===== src/hw/rtl/ssd_pkg.sv =====
// Package for the stitch stream decoder: record modes, stitch kinds,
// special byte codes, the result struct and a sign extension helper.
// No dependencies.
package ssd_pkg;

	localparam int unsigned BYTE_W  = 8;
	localparam int unsigned DELTA_W = 16;
	localparam int unsigned KIND_W  = 2;
	localparam int unsigned PHASE_W = 3;

	localparam logic [BYTE_W-1:0] LEAD_LONG_A   = 8'h7E;
	localparam logic [BYTE_W-1:0] LEAD_LONG_B   = 8'h7D;
	localparam logic [BYTE_W-1:0] LEAD_CMD      = 8'h7F;
	localparam logic [BYTE_W-1:0] CMD_TRIM      = 8'h01;
	localparam logic [BYTE_W-1:0] CMD_STOP_MIN  = 8'h08;
	localparam logic [BYTE_W-1:0] CMD_SKIP_A    = 8'h17;
	localparam logic [BYTE_W-1:0] CMD_SKIP_B    = 8'h46;

	localparam logic [KIND_W-1:0] KIND_NORMAL = 2'd0;
	localparam logic [KIND_W-1:0] KIND_TRIM   = 2'd1;
	localparam logic [KIND_W-1:0] KIND_STOP   = 2'd2;

	localparam logic [PHASE_W-1:0] PH_LEAD  = 3'd0;
	localparam logic [PHASE_W-1:0] PH_ONE   = 3'd1;
	localparam logic [PHASE_W-1:0] PH_TWO   = 3'd2;
	localparam logic [PHASE_W-1:0] PH_THREE = 3'd3;
	localparam logic [PHASE_W-1:0] PH_FOUR  = 3'd4;

	typedef enum logic [2:0] {
		MODE_NORMAL = 3'b001,
		MODE_LONG   = 3'b010,
		MODE_CMD    = 3'b100
	} ssd_mode_t;

	typedef struct packed {
		logic                valid;
		logic [DELTA_W-1:0]  dx;
		logic [DELTA_W-1:0]  dy;
		logic [KIND_W-1:0]   kind;
	} ssd_result_t;

	function automatic logic [DELTA_W-1:0] sext8(input logic [BYTE_W-1:0] v);
		return {{(DELTA_W-BYTE_W){v[BYTE_W-1]}}, v};
	endfunction

endpackage


===== src/hw/rtl/ssd_record.sv =====
// Record state machine of the stitch stream decoder: holds the record
// state and decodes one byte per step into at most one stitch.
// Depends on ssd_pkg.
module ssd_record (
	input  logic                       clk,
	input  logic                       arst_n,
	input  logic                       step,
	input  logic [ssd_pkg::BYTE_W-1:0] data_byte,
	output ssd_pkg::ssd_result_t       result
);

	logic [ssd_pkg::PHASE_W-1:0] phase_q, phase_d;
	ssd_pkg::ssd_mode_t          mode_q, mode_d;
	logic [ssd_pkg::BYTE_W-1:0]  lead_q, lead_d;
	logic [ssd_pkg::BYTE_W-1:0]  low_q, low_d;
	logic [ssd_pkg::DELTA_W-1:0] hdx_q, hdx_d;
	logic                        pend_q, pend_d;

	always_comb begin
		logic emit;
		logic is_stop;
		emit    = 1'b0;
		is_stop = (data_byte >= ssd_pkg::CMD_STOP_MIN) && (data_byte != ssd_pkg::CMD_SKIP_A)
			&& (data_byte != ssd_pkg::CMD_SKIP_B);
		phase_d = phase_q;
		mode_d  = mode_q;
		lead_d  = lead_q;
		low_d   = low_q;
		hdx_d   = hdx_q;
		pend_d  = pend_q;
		result  = '{valid: 1'b0, dx: '0, dy: '0, kind: ssd_pkg::KIND_NORMAL};

		if (phase_q == ssd_pkg::PH_LEAD) begin
			lead_d  = data_byte;
			phase_d = ssd_pkg::PH_ONE;
			if (data_byte == ssd_pkg::LEAD_LONG_A || data_byte == ssd_pkg::LEAD_LONG_B) begin
				mode_d = ssd_pkg::MODE_LONG;
			end else if (data_byte == ssd_pkg::LEAD_CMD) begin
				mode_d = ssd_pkg::MODE_CMD;
			end else begin
				mode_d = ssd_pkg::MODE_NORMAL;
			end
		end else begin
			unique case (mode_q)
				ssd_pkg::MODE_NORMAL: begin
					if (phase_q == ssd_pkg::PH_ONE) begin
						emit        = 1'b1;
						result.dx   = ssd_pkg::sext8(lead_q);
						result.dy   = ssd_pkg::sext8(data_byte);
						result.kind = pend_q ? ssd_pkg::KIND_TRIM : ssd_pkg::KIND_NORMAL;
					end else begin
						phase_d = ssd_pkg::PH_LEAD;
						mode_d  = ssd_pkg::MODE_NORMAL;
					end
				end
				ssd_pkg::MODE_LONG: begin
					unique case (phase_q)
						ssd_pkg::PH_ONE: begin
							low_d   = data_byte;
							phase_d = ssd_pkg::PH_TWO;
						end
						ssd_pkg::PH_TWO: begin
							hdx_d   = {data_byte, low_q};
							phase_d = ssd_pkg::PH_THREE;
						end
						ssd_pkg::PH_THREE: begin
							low_d   = data_byte;
							phase_d = ssd_pkg::PH_FOUR;
						end
						ssd_pkg::PH_FOUR: begin
							emit        = 1'b1;
							result.dx   = hdx_q;
							result.dy   = {data_byte, low_q};
							result.kind = ssd_pkg::KIND_TRIM;
						end
						default: begin
							phase_d = ssd_pkg::PH_LEAD;
							mode_d  = ssd_pkg::MODE_NORMAL;
						end
					endcase
				end
				ssd_pkg::MODE_CMD: begin
					unique case (phase_q)
						ssd_pkg::PH_ONE: begin
							if (is_stop) begin
								emit        = 1'b1;
								result.kind = ssd_pkg::KIND_STOP;
							end else if (data_byte == ssd_pkg::CMD_TRIM) begin
								phase_d = ssd_pkg::PH_TWO;
							end else begin
								pend_d  = 1'b0;
								phase_d = ssd_pkg::PH_LEAD;
								mode_d  = ssd_pkg::MODE_NORMAL;
							end
						end
						ssd_pkg::PH_TWO: begin
							low_d   = data_byte;
							phase_d = ssd_pkg::PH_THREE;
						end
						ssd_pkg::PH_THREE: begin
							emit        = 1'b1;
							result.dx   = ssd_pkg::sext8(low_q);
							result.dy   = ssd_pkg::sext8(data_byte);
							result.kind = ssd_pkg::KIND_TRIM;
						end
						default: begin
							phase_d = ssd_pkg::PH_LEAD;
							mode_d  = ssd_pkg::MODE_NORMAL;
						end
					endcase
				end
				default: begin
					phase_d = ssd_pkg::PH_LEAD;
					mode_d  = ssd_pkg::MODE_NORMAL;
				end
			endcase
		end

		if (emit) begin
			phase_d = ssd_pkg::PH_LEAD;
			mode_d  = ssd_pkg::MODE_NORMAL;
			pend_d  = (result.kind == ssd_pkg::KIND_STOP);
		end
		result.valid = emit & step;
	end

	always_ff @(posedge clk or negedge arst_n) begin
		if (!arst_n) begin
			phase_q <= ssd_pkg::PH_LEAD;
			mode_q  <= ssd_pkg::MODE_NORMAL;
			lead_q  <= '0;
			low_q   <= '0;
			hdx_q   <= '0;
			pend_q  <= 1'b0;
		end else if (step) begin
			phase_q <= phase_d;
			mode_q  <= mode_d;
			lead_q  <= lead_d;
			low_q   <= low_d;
			hdx_q   <= hdx_d;
			pend_q  <= pend_d;
		end
	end

endmodule


===== src/hw/rtl/stitch_stream_decoder_top.sv =====
// Top level of the stitch stream decoder: input register, record decoder
// and result register between two streaming channels.
// Depends on ssd_pkg and ssd_record.
//
//   Channel   Direction  Content
//   s_axis    in         tdata[7:0] = data_byte
//   m_axis    out        tdata[15:0] = delta_x, tdata[31:16] = delta_y,
//                        tuser[1:0] = stitch_kind
//
// One byte is taken per cycle unless the result register is stalled.
// Each byte passes the input register; each stitch, the result register.
// Reset clears the record state, the pending trim mark and both valid flags.
// When the result register is stalled, one byte waits in the input register.
module stitch_stream_decoder_top (
	input  logic        clk,
	input  logic        arst_n,
	input  logic        s_axis_tvalid,
	output logic        s_axis_tready,
	input  logic [7:0]  s_axis_tdata,   // [7:0] data_byte
	output logic        m_axis_tvalid,
	input  logic        m_axis_tready,
	output logic [31:0] m_axis_tdata,   // [15:0] delta_x, [31:16] delta_y
	output logic [1:0]  m_axis_tuser    // [1:0] stitch_kind
);

	logic                        valid_s1;
	logic [ssd_pkg::BYTE_W-1:0]  byte_s1;
	logic                        valid_s2;
	logic [ssd_pkg::DELTA_W-1:0] dx_s2;
	logic [ssd_pkg::DELTA_W-1:0] dy_s2;
	logic [ssd_pkg::KIND_W-1:0]  kind_s2;
	logic                        advance;
	ssd_pkg::ssd_result_t        res;

	assign advance       = valid_s1 && (!valid_s2 || m_axis_tready);
	assign s_axis_tready = !valid_s1 || advance;

	ssd_record u_record (
		.clk       (clk),
		.arst_n    (arst_n),
		.step      (advance),
		.data_byte (byte_s1),
		.result    (res)
	);

	always_ff @(posedge clk or negedge arst_n) begin
		if (!arst_n) begin
			valid_s1 <= 1'b0;
		end else if (s_axis_tready) begin
			valid_s1 <= s_axis_tvalid;
		end
	end

	always_ff @(posedge clk) begin
		if (s_axis_tready && s_axis_tvalid) begin
			byte_s1 <= s_axis_tdata;
		end
	end

	always_ff @(posedge clk or negedge arst_n) begin
		if (!arst_n) begin
			valid_s2 <= 1'b0;
		end else if (advance) begin
			valid_s2 <= res.valid;
		end else if (m_axis_tready) begin
			valid_s2 <= 1'b0;
		end
	end

	always_ff @(posedge clk) begin
		if (res.valid) begin
			dx_s2   <= res.dx;
			dy_s2   <= res.dy;
			kind_s2 <= res.kind;
		end
	end

	assign m_axis_tvalid = valid_s2;
	assign m_axis_tdata  = {dy_s2, dx_s2};
	assign m_axis_tuser  = kind_s2;

	a_stop_zero: assert property (@(posedge clk) disable iff (!arst_n)
		valid_s2 && kind_s2 == ssd_pkg::KIND_STOP |-> dx_s2 == '0 && dy_s2 == '0)
		else $error("Colour stop item with nonzero deltas.");

	a_stall_link: assert property (@(posedge clk) disable iff (!arst_n)
		valid_s1 && !s_axis_tready |-> valid_s2 && !m_axis_tready)
		else $error("Input held back without an output stall.");

	a_result_lands: assert property (@(posedge clk) disable iff (!arst_n)
		advance && res.valid |=> valid_s2)
		else $error("Decoded stitch not captured in the result register.");

endmodule


===== config.mk =====
export PLATFORM = sky130hd
export DESIGN_NAME = stitch_stream_decoder_top
export DESIGN_NICKNAME = d
export VERILOG_FILES = /design/src/hw/rtl/ssd_pkg.sv /design/src/hw/rtl/ssd_record.sv /design/src/hw/rtl/stitch_stream_decoder_top.sv
export SDC_FILE = /design/constraint.sdc
export NUM_CORES = 1
export LEC_CHECK = 0
export BUFFER_PORTS_ARGS = -buffer_cell sky130_fd_sc_hd__buf_4
export CAP_MARGIN = 40
export CORE_ASPECT_RATIO = 2
export CORE_MARGIN = 2
export CORE_UTILIZATION = 50
export CTS_CLUSTER_SIZE = 16
export DETAILED_ROUTE_END_ITERATION = 10
export PLACE_DENSITY = 0.83
export SKIP_LAST_GASP = 1
export SYNTH_ARGS = -nofsm -noshare
export SYNTH_HDL_FRONTEND = slang
export SYNTH_SLANG_ARGS = --single-unit

===== constraint.sdc =====
create_clock -name clk -period 8.7 [get_ports clk]
set_input_delay 0.435 -clock clk [delete_from_list [all_inputs] [get_ports clk]]
set_output_delay 0.435 -clock clk [all_outputs]
set_load 0.05 [all_outputs]

**Word level (Yosys, flattened, before mapping)**

Index checks and enable logic that the tools add are counted.

- Flip-flop bits (word level): 83
- Input bits: 12
- Logic and storage cells: 107

- Magnitude comparators: 1
- Eq/ne operators: 26
- Mux-type cells: 43
- Bitwise operators: 2
- Reductions and logical operators: 23

Operator list:

| kind | count |
|---|---|
| $pmux W34 S3 | 1 |
| $mux W34 | 2 |
| $mux W3 | 12 |
| $mux W32 | 1 |
| $pmux W3 S3 | 3 |
| $eq A8 B7 Y1 const B | 3 |
| $mux W8 | 2 |
| $ne A4 B2 Y1 const B | 4 |
| $pmux W8 S2 | 1 |
| $mux W1 | 13 |
| $pmux W3 S4 | 1 |
| $reduce_and A6 Y1 | 2 |
| $ne A2 B2 Y1 const B | 5 |
| $reduce_and A5 Y1 | 2 |
| $eq A3 B2 Y1 const B | 3 |
| $eq A8 B1 Y1 const B | 1 |
| $ge A8 B4 Y1 const B | 1 |
| $ne A8 B5 Y1 const B | 1 |
| $ne A8 B7 Y1 const B | 1 |
| $reduce_bool A2 Y1 | 4 |
| $eq A3 B1 Y1 const B | 2 |
| $eq A3 B3 Y1 const B | 2 |
| $mux W2 | 3 |
| $pmux W3 S2 | 1 |
| 17 further kinds | 24 |

**Depth between registers and ports, before layout**

Gate-level depths: netlist of the first run.

- Depth after elaboration: 9
- Mapped depth: 7
- Gate-level depth less buffers: 4

**Cells and area by module**

Synthesis of the first run repeated with hierarchy kept, for this count alone.

- Cells, all modules: 261
- Area, all modules: 3602.2 um^2

By module, submodules not included:

| module | times used | cells each | area each (um^2) |
|---|---|---|---|
| ssd_record | 1 | 210 | 2235.9 |
| stitch_stream_decoder_top | 1 | 51 | 1366.3 |

**Least setup slack after synthesis of the first run**

Ideal clock, no wire load.

- Path kind: flip-flop to flip-flop
- From: register u_record.mode_q[0]
- To: register dx_s2[0] (netlist name) (enable)
- Arrival time: 2.997 ns
- Path slack: 5.278 ns
- Cell stages (with the launch flop): 5
- Buffers on the path: 0
- Period minus slack after synthesis: 3.422 ns
- Cells stage by stage: dfstp_2 -> or3b_4 -> a2111oi_4 -> a211oi_1 -> nor2_1

RTL lines:

| item | RTL line | text |
|---|---|---|
| start, declared | ssd_record.sv:13 | `ssd_pkg::ssd_mode_t mode_q, mode_d;` |
| start signal, assigned | ssd_record.sv:130 | `mode_q <= ssd_pkg::MODE_NORMAL;` |
| start signal, assigned | ssd_record.sv:137 | `mode_q <= mode_d;` |
| end signal, assigned | stitch_stream_decoder_top.sv:72 | `dx_s2 <= res.dx;` |
| end, declared | stitch_stream_decoder_top.sv:29 | `logic [ssd_pkg::DELTA_W-1:0] dx_s2;` |

==> results of run 1 <==
==> layer usage <==
| layer | share of wire, % | global-route usage [%] | vias to the layer above |
|---|---|---|---|
| met5 | 0 | 0 | - |
| met4 | 3.5 | 14.3 | 0 |
| met3 | 4.3 | 3.97 | 17 |
| met2 | 57 | 32.7 | 72 |
| met1 | 35 | 19.8 | 1084 |
| li1 | - | - | 1024 |
==> final timing paths <==
kind | start | end | slack [ps] | depth (start not counted)
max in group asynchronous | arst_n | u_record.mode_q[0] | 8250 | 1
min | arst_n | u_record.phase_q[0] | 70 | 1
max | u_record.mode_q[0] | dx_s2[10] | 5950 | 5
min reg2reg | u_record.lead_q[7] | u_record.lead_q[7] | 500 | 1
min in group clk | s_axis_tdata[6] | byte_s1[6] | 270 | 1
max reg2reg | u_record.mode_q[0] | dx_s2[10] | 5950 | 5
==> cell usage after synthesis (2+ instances only) <==
cell / count / area (µm²)
xor2_1: 2 / 17.5
nand2_1: 6 / 22.5
a222oi_1: 7 / 70.1
mux2_2: 31 / 349
and4b_1: 2 / 20.0
nor4bb_1: 2 / 20.0
inv_1: 12 / 45.0
mux2_1: 2 / 22.5
nor3_1: 3 / 15.0
mux2i_1: 2 / 20.0
buf_2: 4 / 20.0
o21ai_0: 7 / 35.0
dfrtp_1: 40 / 1000
nand2b_1: 4 / 25.0
edfxtp_1: 42 / 1260
a21o_2: 7 / 61.3
buf_6: 2 / 22.5
nand3b_1: 2 / 15.0
o31ai_1: 2 / 15.0
buf_4: 2 / 15.0
and2_1: 3 / 18.8
nor2_1: 7 / 26.3
a22o_1: 9 / 78.8
a21o_1: 10 / 75.1
clkbuf_1: 9 / 33.8
or2_2: 2 / 12.5
==> layout by cell type, fill, tap and decap left out, types with 2 or more instances in the layout <==
master	instances
clkbuf_16	9
nand2_1	6
mux2_2	31
a21o_1	10
or2_2	2
nor2_2	2
and2_1	3
o21ai_0	7
a22o_1	9
mux2_1	2
and4b_1	2
clkinv_2	3
clkinvlp_4	2
nor4bb_1	2
clkbuf_1	2
dfrtp_1	40
nand2b_1	4
nor2_1	6
inv_1	12
a222oi_1	7
o31ai_1	2
edfxtp_1	42
a21o_2	7
buf_4	50
nand3b_1	2
xor2_1	2
nor3_1	3
mux2i_1	2
==> kinds of logic (layout without fill, tap and decap cells) <==
kind of cell           after synthesis  after routing  share of synthesized area [%]
AO/OA/AOI/OAI                       49             49                           11.6
XOR/XNOR                             3              3                          0.733
buffers and inverters               29             78                           3.80
flip-flops                          83             83                           63.8
multiplexers                        35             35                           10.9
AND/OR/NAND/NOR                     49             49                           9.11
==> state kept, by name, summed over array words and instances, names as in the netlist <==
register          cells
u_record.hdx_q       16
byte_s1               8
u_record.low_q        8
u_record.lead_q       8
m_axis_tvalid         1
u_record.phase_q      3
m_axis_tuser          2
u_record.pend_q       1
dx_s2                16
dy_s2                16
u_record.mode_q       3
valid_s1              1
==> cell type report <==
type | count | area (µm²) | area share, %
inverters | 12 | 45.0 | 1.06
flip-flops and latches | 83 | 2290 | 53.9
clock buffers | 11 | 233 | 5.48
repair buffers | 50 | 375 | 8.84
multi-input cells | 136 | 1160 | 27.4
well taps | 90 | 113 | 2.65
clock inverters | 5 | 30.0 | 0.707
==> report_power, final <==
| part | internal [mW] | switching [mW] | leakage [nW] | total [mW] |
|---|---|---|---|---|
| logic | 0.143 | 0.272 | 0.834 | 0.414 |
| registers | 0.517 | 0.0419 | 0.944 | 0.559 |
| clock network | 0.191 | 0.137 | 0.125 | 0.328 |
| total | 0.851 | 0.451 | 1.90 | 1.30 |
==> metrics by stage <==
step                      instance area (µm²)  utilization [%]
final                                    4250             61.2
after global routing                     4250             61.2
after CTS                                4250             61.2
after detailed placement                 3980             57.4
after global placement                   3980             57.4
after floorplan                          3580                -
==> flow_metrics.env, run 1 <==
export IMPL_cts_max_level=3
export IMPL_ant_nets=0
export IMPL_antenna_cells=0
export IMPL_start_util_pct=51.6
export IMPL_cp_max_fo=34
export IMPL_async_reset_ff_share_pct=49.4
export IMPL_outcome="completed"
export IMPL_cp_end_kind="flop"
export IMPL_post_route_period_util_pct=31.7
export IMPL_rows=43
export IMPL_fillers=536
export IMPL_vias_per_cell=5.68
export IMPL_max_freq_mhz=363
export IMPL_post_drt_wl_per_cell_um=17.3
export IMPL_cp_slowest_stage_delay_ps=670
export IMPL_power_leakage_nw=1.90
export IMPL_antenna_found_initial=0
export IMPL_grt_pass1_vias=2249
export IMPL_track_usage_pct=18.9
export IMPL_finalHoldViolations=0
export IMPL_fp_dieW_um=63.9
export IMPL_synth_fp_nets=260
export IMPL_syn_area_mm2=0.00358
export IMPL_ys_types=53
export IMPL_synth_enable_flop_cells=42
export IMPL_drc=0
export IMPL_crit_path_cell_trace="or3b_4 -> a2111oi_4 -> a211oi_1 -> nor2_2 -> buf_4"
export IMPL_num_io_pins=48
export IMPL_fp_dieH_um=124
export IMPL_final_cells=387
export IMPL_rsz0062_at_grt="false"
export IMPL_cts_tree="done"
export IMPL_cp_slowest_cell="a2111oi_4"
export IMPL_syn_area_per_cell_um2=14.5
export IMPL_dp_cells=371
export IMPL_routabilityCongestion=0.801
export IMPL_relSlewSlack_pct=43.9
export IMPL_required_ps=8690
export IMPL_core_area_mm2=0.00694
export IMPL_setup_viol=0
export IMPL_routed_wl_mm=6.69
export IMPL_cts_setup_buffers=0
export IMPL_cts_root_buffer="clkbuf_16"
export IMPL_dp_hpwl_mm=4.60
export IMPL_ys_seq_elements=83
export IMPL_crit_buf_inv=1
export IMPL_seq_area_frac_synth_pct=63.8
export IMPL_slew_violations=0
export IMPL_finalWorstPathRequiredPeriod_ps=2750
export IMPL_critical_path_class="flop to flop"
export IMPL_setup_ws_ps=5950
export IMPL_grt_pass1_wl_mm=11.0
export IMPL_total_power_mw=1.30
export IMPL_nets=304
export IMPL_crit_family="compound AO/OA/AOI/OAI gates"
export IMPL_power_density_mw_per_mm2=307
export IMPL_cts_hold_buf=0
export IMPL_syn_to_final_growth_pct=18.5
export IMPL_max_cap_violations=0
export IMPL_syn_inst=248
export IMPL_max_vdd_ir_drop_uv=142
export IMPL_grt_max_degree=42
export IMPL_vias=2197
export IMPL_layout_drive_gt1_share_pct=38.0
export IMPL_path_clk_slew_ps=60
export IMPL_firstDrtPassIters=5
export IMPL_worstSetupStartpointType="flop"
export IMPL_grt_overflow=0
export IMPL_clock_skew_ps=4.41
export IMPL_worst_slew_pin_slew_ps=839
export IMPL_insertion_delay_ps=330
export IMPL_dieArea_mm2=0.00790
export IMPL_cts_resized_gates=0
export IMPL_preCtsSetupSlack_ps=5950
export IMPL_cts_buffers=9
export IMPL_numPortBuffers=47
export IMPL_min_path_type="primary input to asynchronous set/reset pin"
export IMPL_dr_first_iter_drc_count=92
export IMPL_whs_ps=69.1
export IMPL_finalSetupTns_ps=0
export IMPL_cts_sinks=83
export IMPL_worstPathArrival_ps=2740
export IMPL_yosys_warnings=0
export IMPL_ys_flop_type="edfxtp_1"
export IMPL_clock_path_buffers=2
Note: power is estimated with default switching activity, not from simulation.
==> run 2, diff against run 1 <==
==> constraint.sdc (replaced) <==
create_clock -name clk -period 2.7 [get_ports clk]
set_input_delay 0.135 -clock clk [delete_from_list [all_inputs] [get_ports clk]]
set_output_delay 0.135 -clock clk [all_outputs]
set_load 0.05 [all_outputs]
==> run 2 against run 1 <==
Against the previous run:
- via count grew 4.0%
- non-clock buffer count increased by 15
- clock power grew to 3.3 times the previous value
- critical endpoint is now dy_s2[0]
- largest cell class unchanged
- highest routed layer unchanged
==> flow_metrics.env, run 2 (synthesis gave the netlist of run 1 again) <==
export IMPL_insertion_delay_ps=340
export IMPL_worstPathArrival_ps=2310
export IMPL_antenna_found_initial=0
export IMPL_nets=319
export IMPL_grt_pass1_vias=2274
export IMPL_layout_drive_gt1_share_pct=37.5
export IMPL_worst_slew_pin_slew_ps=529
export IMPL_rows=43
export IMPL_cts_max_level=3
export IMPL_fp_dieH_um=124
export IMPL_required_ps=2730
export IMPL_firstDrtPassIters=7
export IMPL_final_util_pct=63.4
export IMPL_cts_tree="done"
export IMPL_outcome="completed"
export IMPL_start_util_pct=51.6
export IMPL_cts_resized_gates=0
export IMPL_fp_dieW_um=63.9
export IMPL_antenna_cells=0
export IMPL_vias_per_cell=5.68
export IMPL_seqCellArea_mm2=0.00229
export IMPL_worstSetupStartpointType="flop"
export IMPL_placed_area_mm2=0.00404
export IMPL_final_cell_mix="54 x buf_4, 42 x edfxtp_1, 40 x dfrtp_1"
export IMPL_routabilityCongestion=0.848
export IMPL_max_cap_violations=0
export IMPL_fillers=526
export IMPL_num_io_pins=48
export IMPL_cts_setup_buffers=0
export IMPL_post_drt_wl_per_cell_um=17.9
export IMPL_power_leakage_nw=1.97
export IMPL_relSlewSlack_pct=64.7
export IMPL_grt_max_degree=42
export IMPL_dr_first_iter_drc_count=151
export IMPL_slew_violations=0
export IMPL_cts_hold_buf=10
export IMPL_power_density_mw_per_mm2=970
export IMPL_ant_nets=0
export IMPL_min_path_type="primary input to flop"
export IMPL_track_usage_pct=19.9
export IMPL_finalHoldViolations=0
export IMPL_finalSetupTns_ps=0
export IMPL_design_area_mm2=0.00440
export IMPL_cts_root_buffer="clkbuf_16"
export IMPL_multi_input_area_mm2=0.00117
export IMPL_vias=2285
export IMPL_clock_path_buffers=2
export IMPL_cp_end_kind="flop"
export IMPL_critical_path_class="flop to flop"
export IMPL_syn_to_final_growth_pct=22.8
export IMPL_setup_viol=0
export IMPL_dp_hpwl_mm=4.82
export IMPL_grt_pass1_wl_mm=11.5
export IMPL_max_vdd_ir_drop_uv=581
export IMPL_finalWorstPathRequiredPeriod_ps=2280
export IMPL_core_area_mm2=0.00694
export IMPL_clock_skew_ps=5.55
export IMPL_path_clk_slew_ps=60
export IMPL_cp_max_fo=34
export IMPL_grt_overflow=0
export IMPL_cts_buffers=9
export IMPL_max_freq_mhz=439
export IMPL_dieArea_mm2=0.00790
export IMPL_routed_wl_mm=7.19
export IMPL_total_power_mw=4.27
export IMPL_numPortBuffers=47
export IMPL_post_route_period_util_pct=84.5
export IMPL_mostFrequentLayoutCell="buf_4"
export IMPL_rsz0062_at_grt="false"
export IMPL_reg_top3="dx_s2: 16 flops, dy_s2: 16 flops, u_record.hdx_q: 16 flops"
export IMPL_cts_sinks=83
export IMPL_drc=0
-- run 2: cell types whose count changed in the layout (fill, tap and decap cells not counted) --
| cell | change |
|---|---|
| clkinv_2 | -1 |
| dlygate4sd3_1 | +10 |
| nor2_4 | +1 |
| buf_12 | +1 |
| nor2_2 | -1 |
| buf_4 | +4 |
| clkinv_1 | +2 |
| clkbuf_1 | -1 |
-- run 2: final timing paths --
check / startpoint / endpoint / slack [ps] / depth (start not counted)
worst max-delay path: u_record.mode_q[0] / dy_s2[0] / 420 / 5
worst min-delay path: m_axis_tready / m_axis_tvalid / 190 / 3
worst max register to register: u_record.mode_q[0] / dy_s2[0] / 420 / 5
worst min register to register: u_record.hdx_q[10] / u_record.hdx_q[10] / 510 / 1
max in group asynchronous: arst_n / u_record.mode_q[0] / 2010 / 2
min in group asynchronous: arst_n / u_record.phase_q[1] / 320 / 2
-- run 2: power breakdown --
group          internal (mW)  total (mW)  switching [mW]
logic                  0.495        1.39           0.896
registers               1.67        1.80           0.140
clock network          0.612        1.07           0.462
total                   2.77        4.27            1.50
-- run 2: area by class of cell --
cell class,instances,area share [%]
multi-input combinational,136,26.5
inverter,12,1.02
timing repair buffer,65,11.9
sequential,83,52.0
clock buffer,10,5.20
clock inverter,6,0.739
tap,90,2.56
-- run 2: per-layer routing --
metal,up-vias,part of all wire (%),global-route usage [%]
li1,1051,-,-
met1,1129,36,22.1
met2,90,56,33.8
met3,15,5.1,3.97
met4,0,3.1,14.3
met5,-,0,0
-- run 2: critical path, cell delays in order (launching register included) --
cell and delay (ps):
dfstp_2 640, or3b_4 420, a2111oi_4 400, a211oi_1 150
nor2_4 140, buf_12 220
-- run 2: metrics by stage --
step	setup WS, ps	hold slack [ps]	cells
final	420	186	402
after global placement	476	148	376
after CTS	433	180	402
after global routing	261	259	402
after detailed placement	442	157	376
after floorplan	179	-161	248
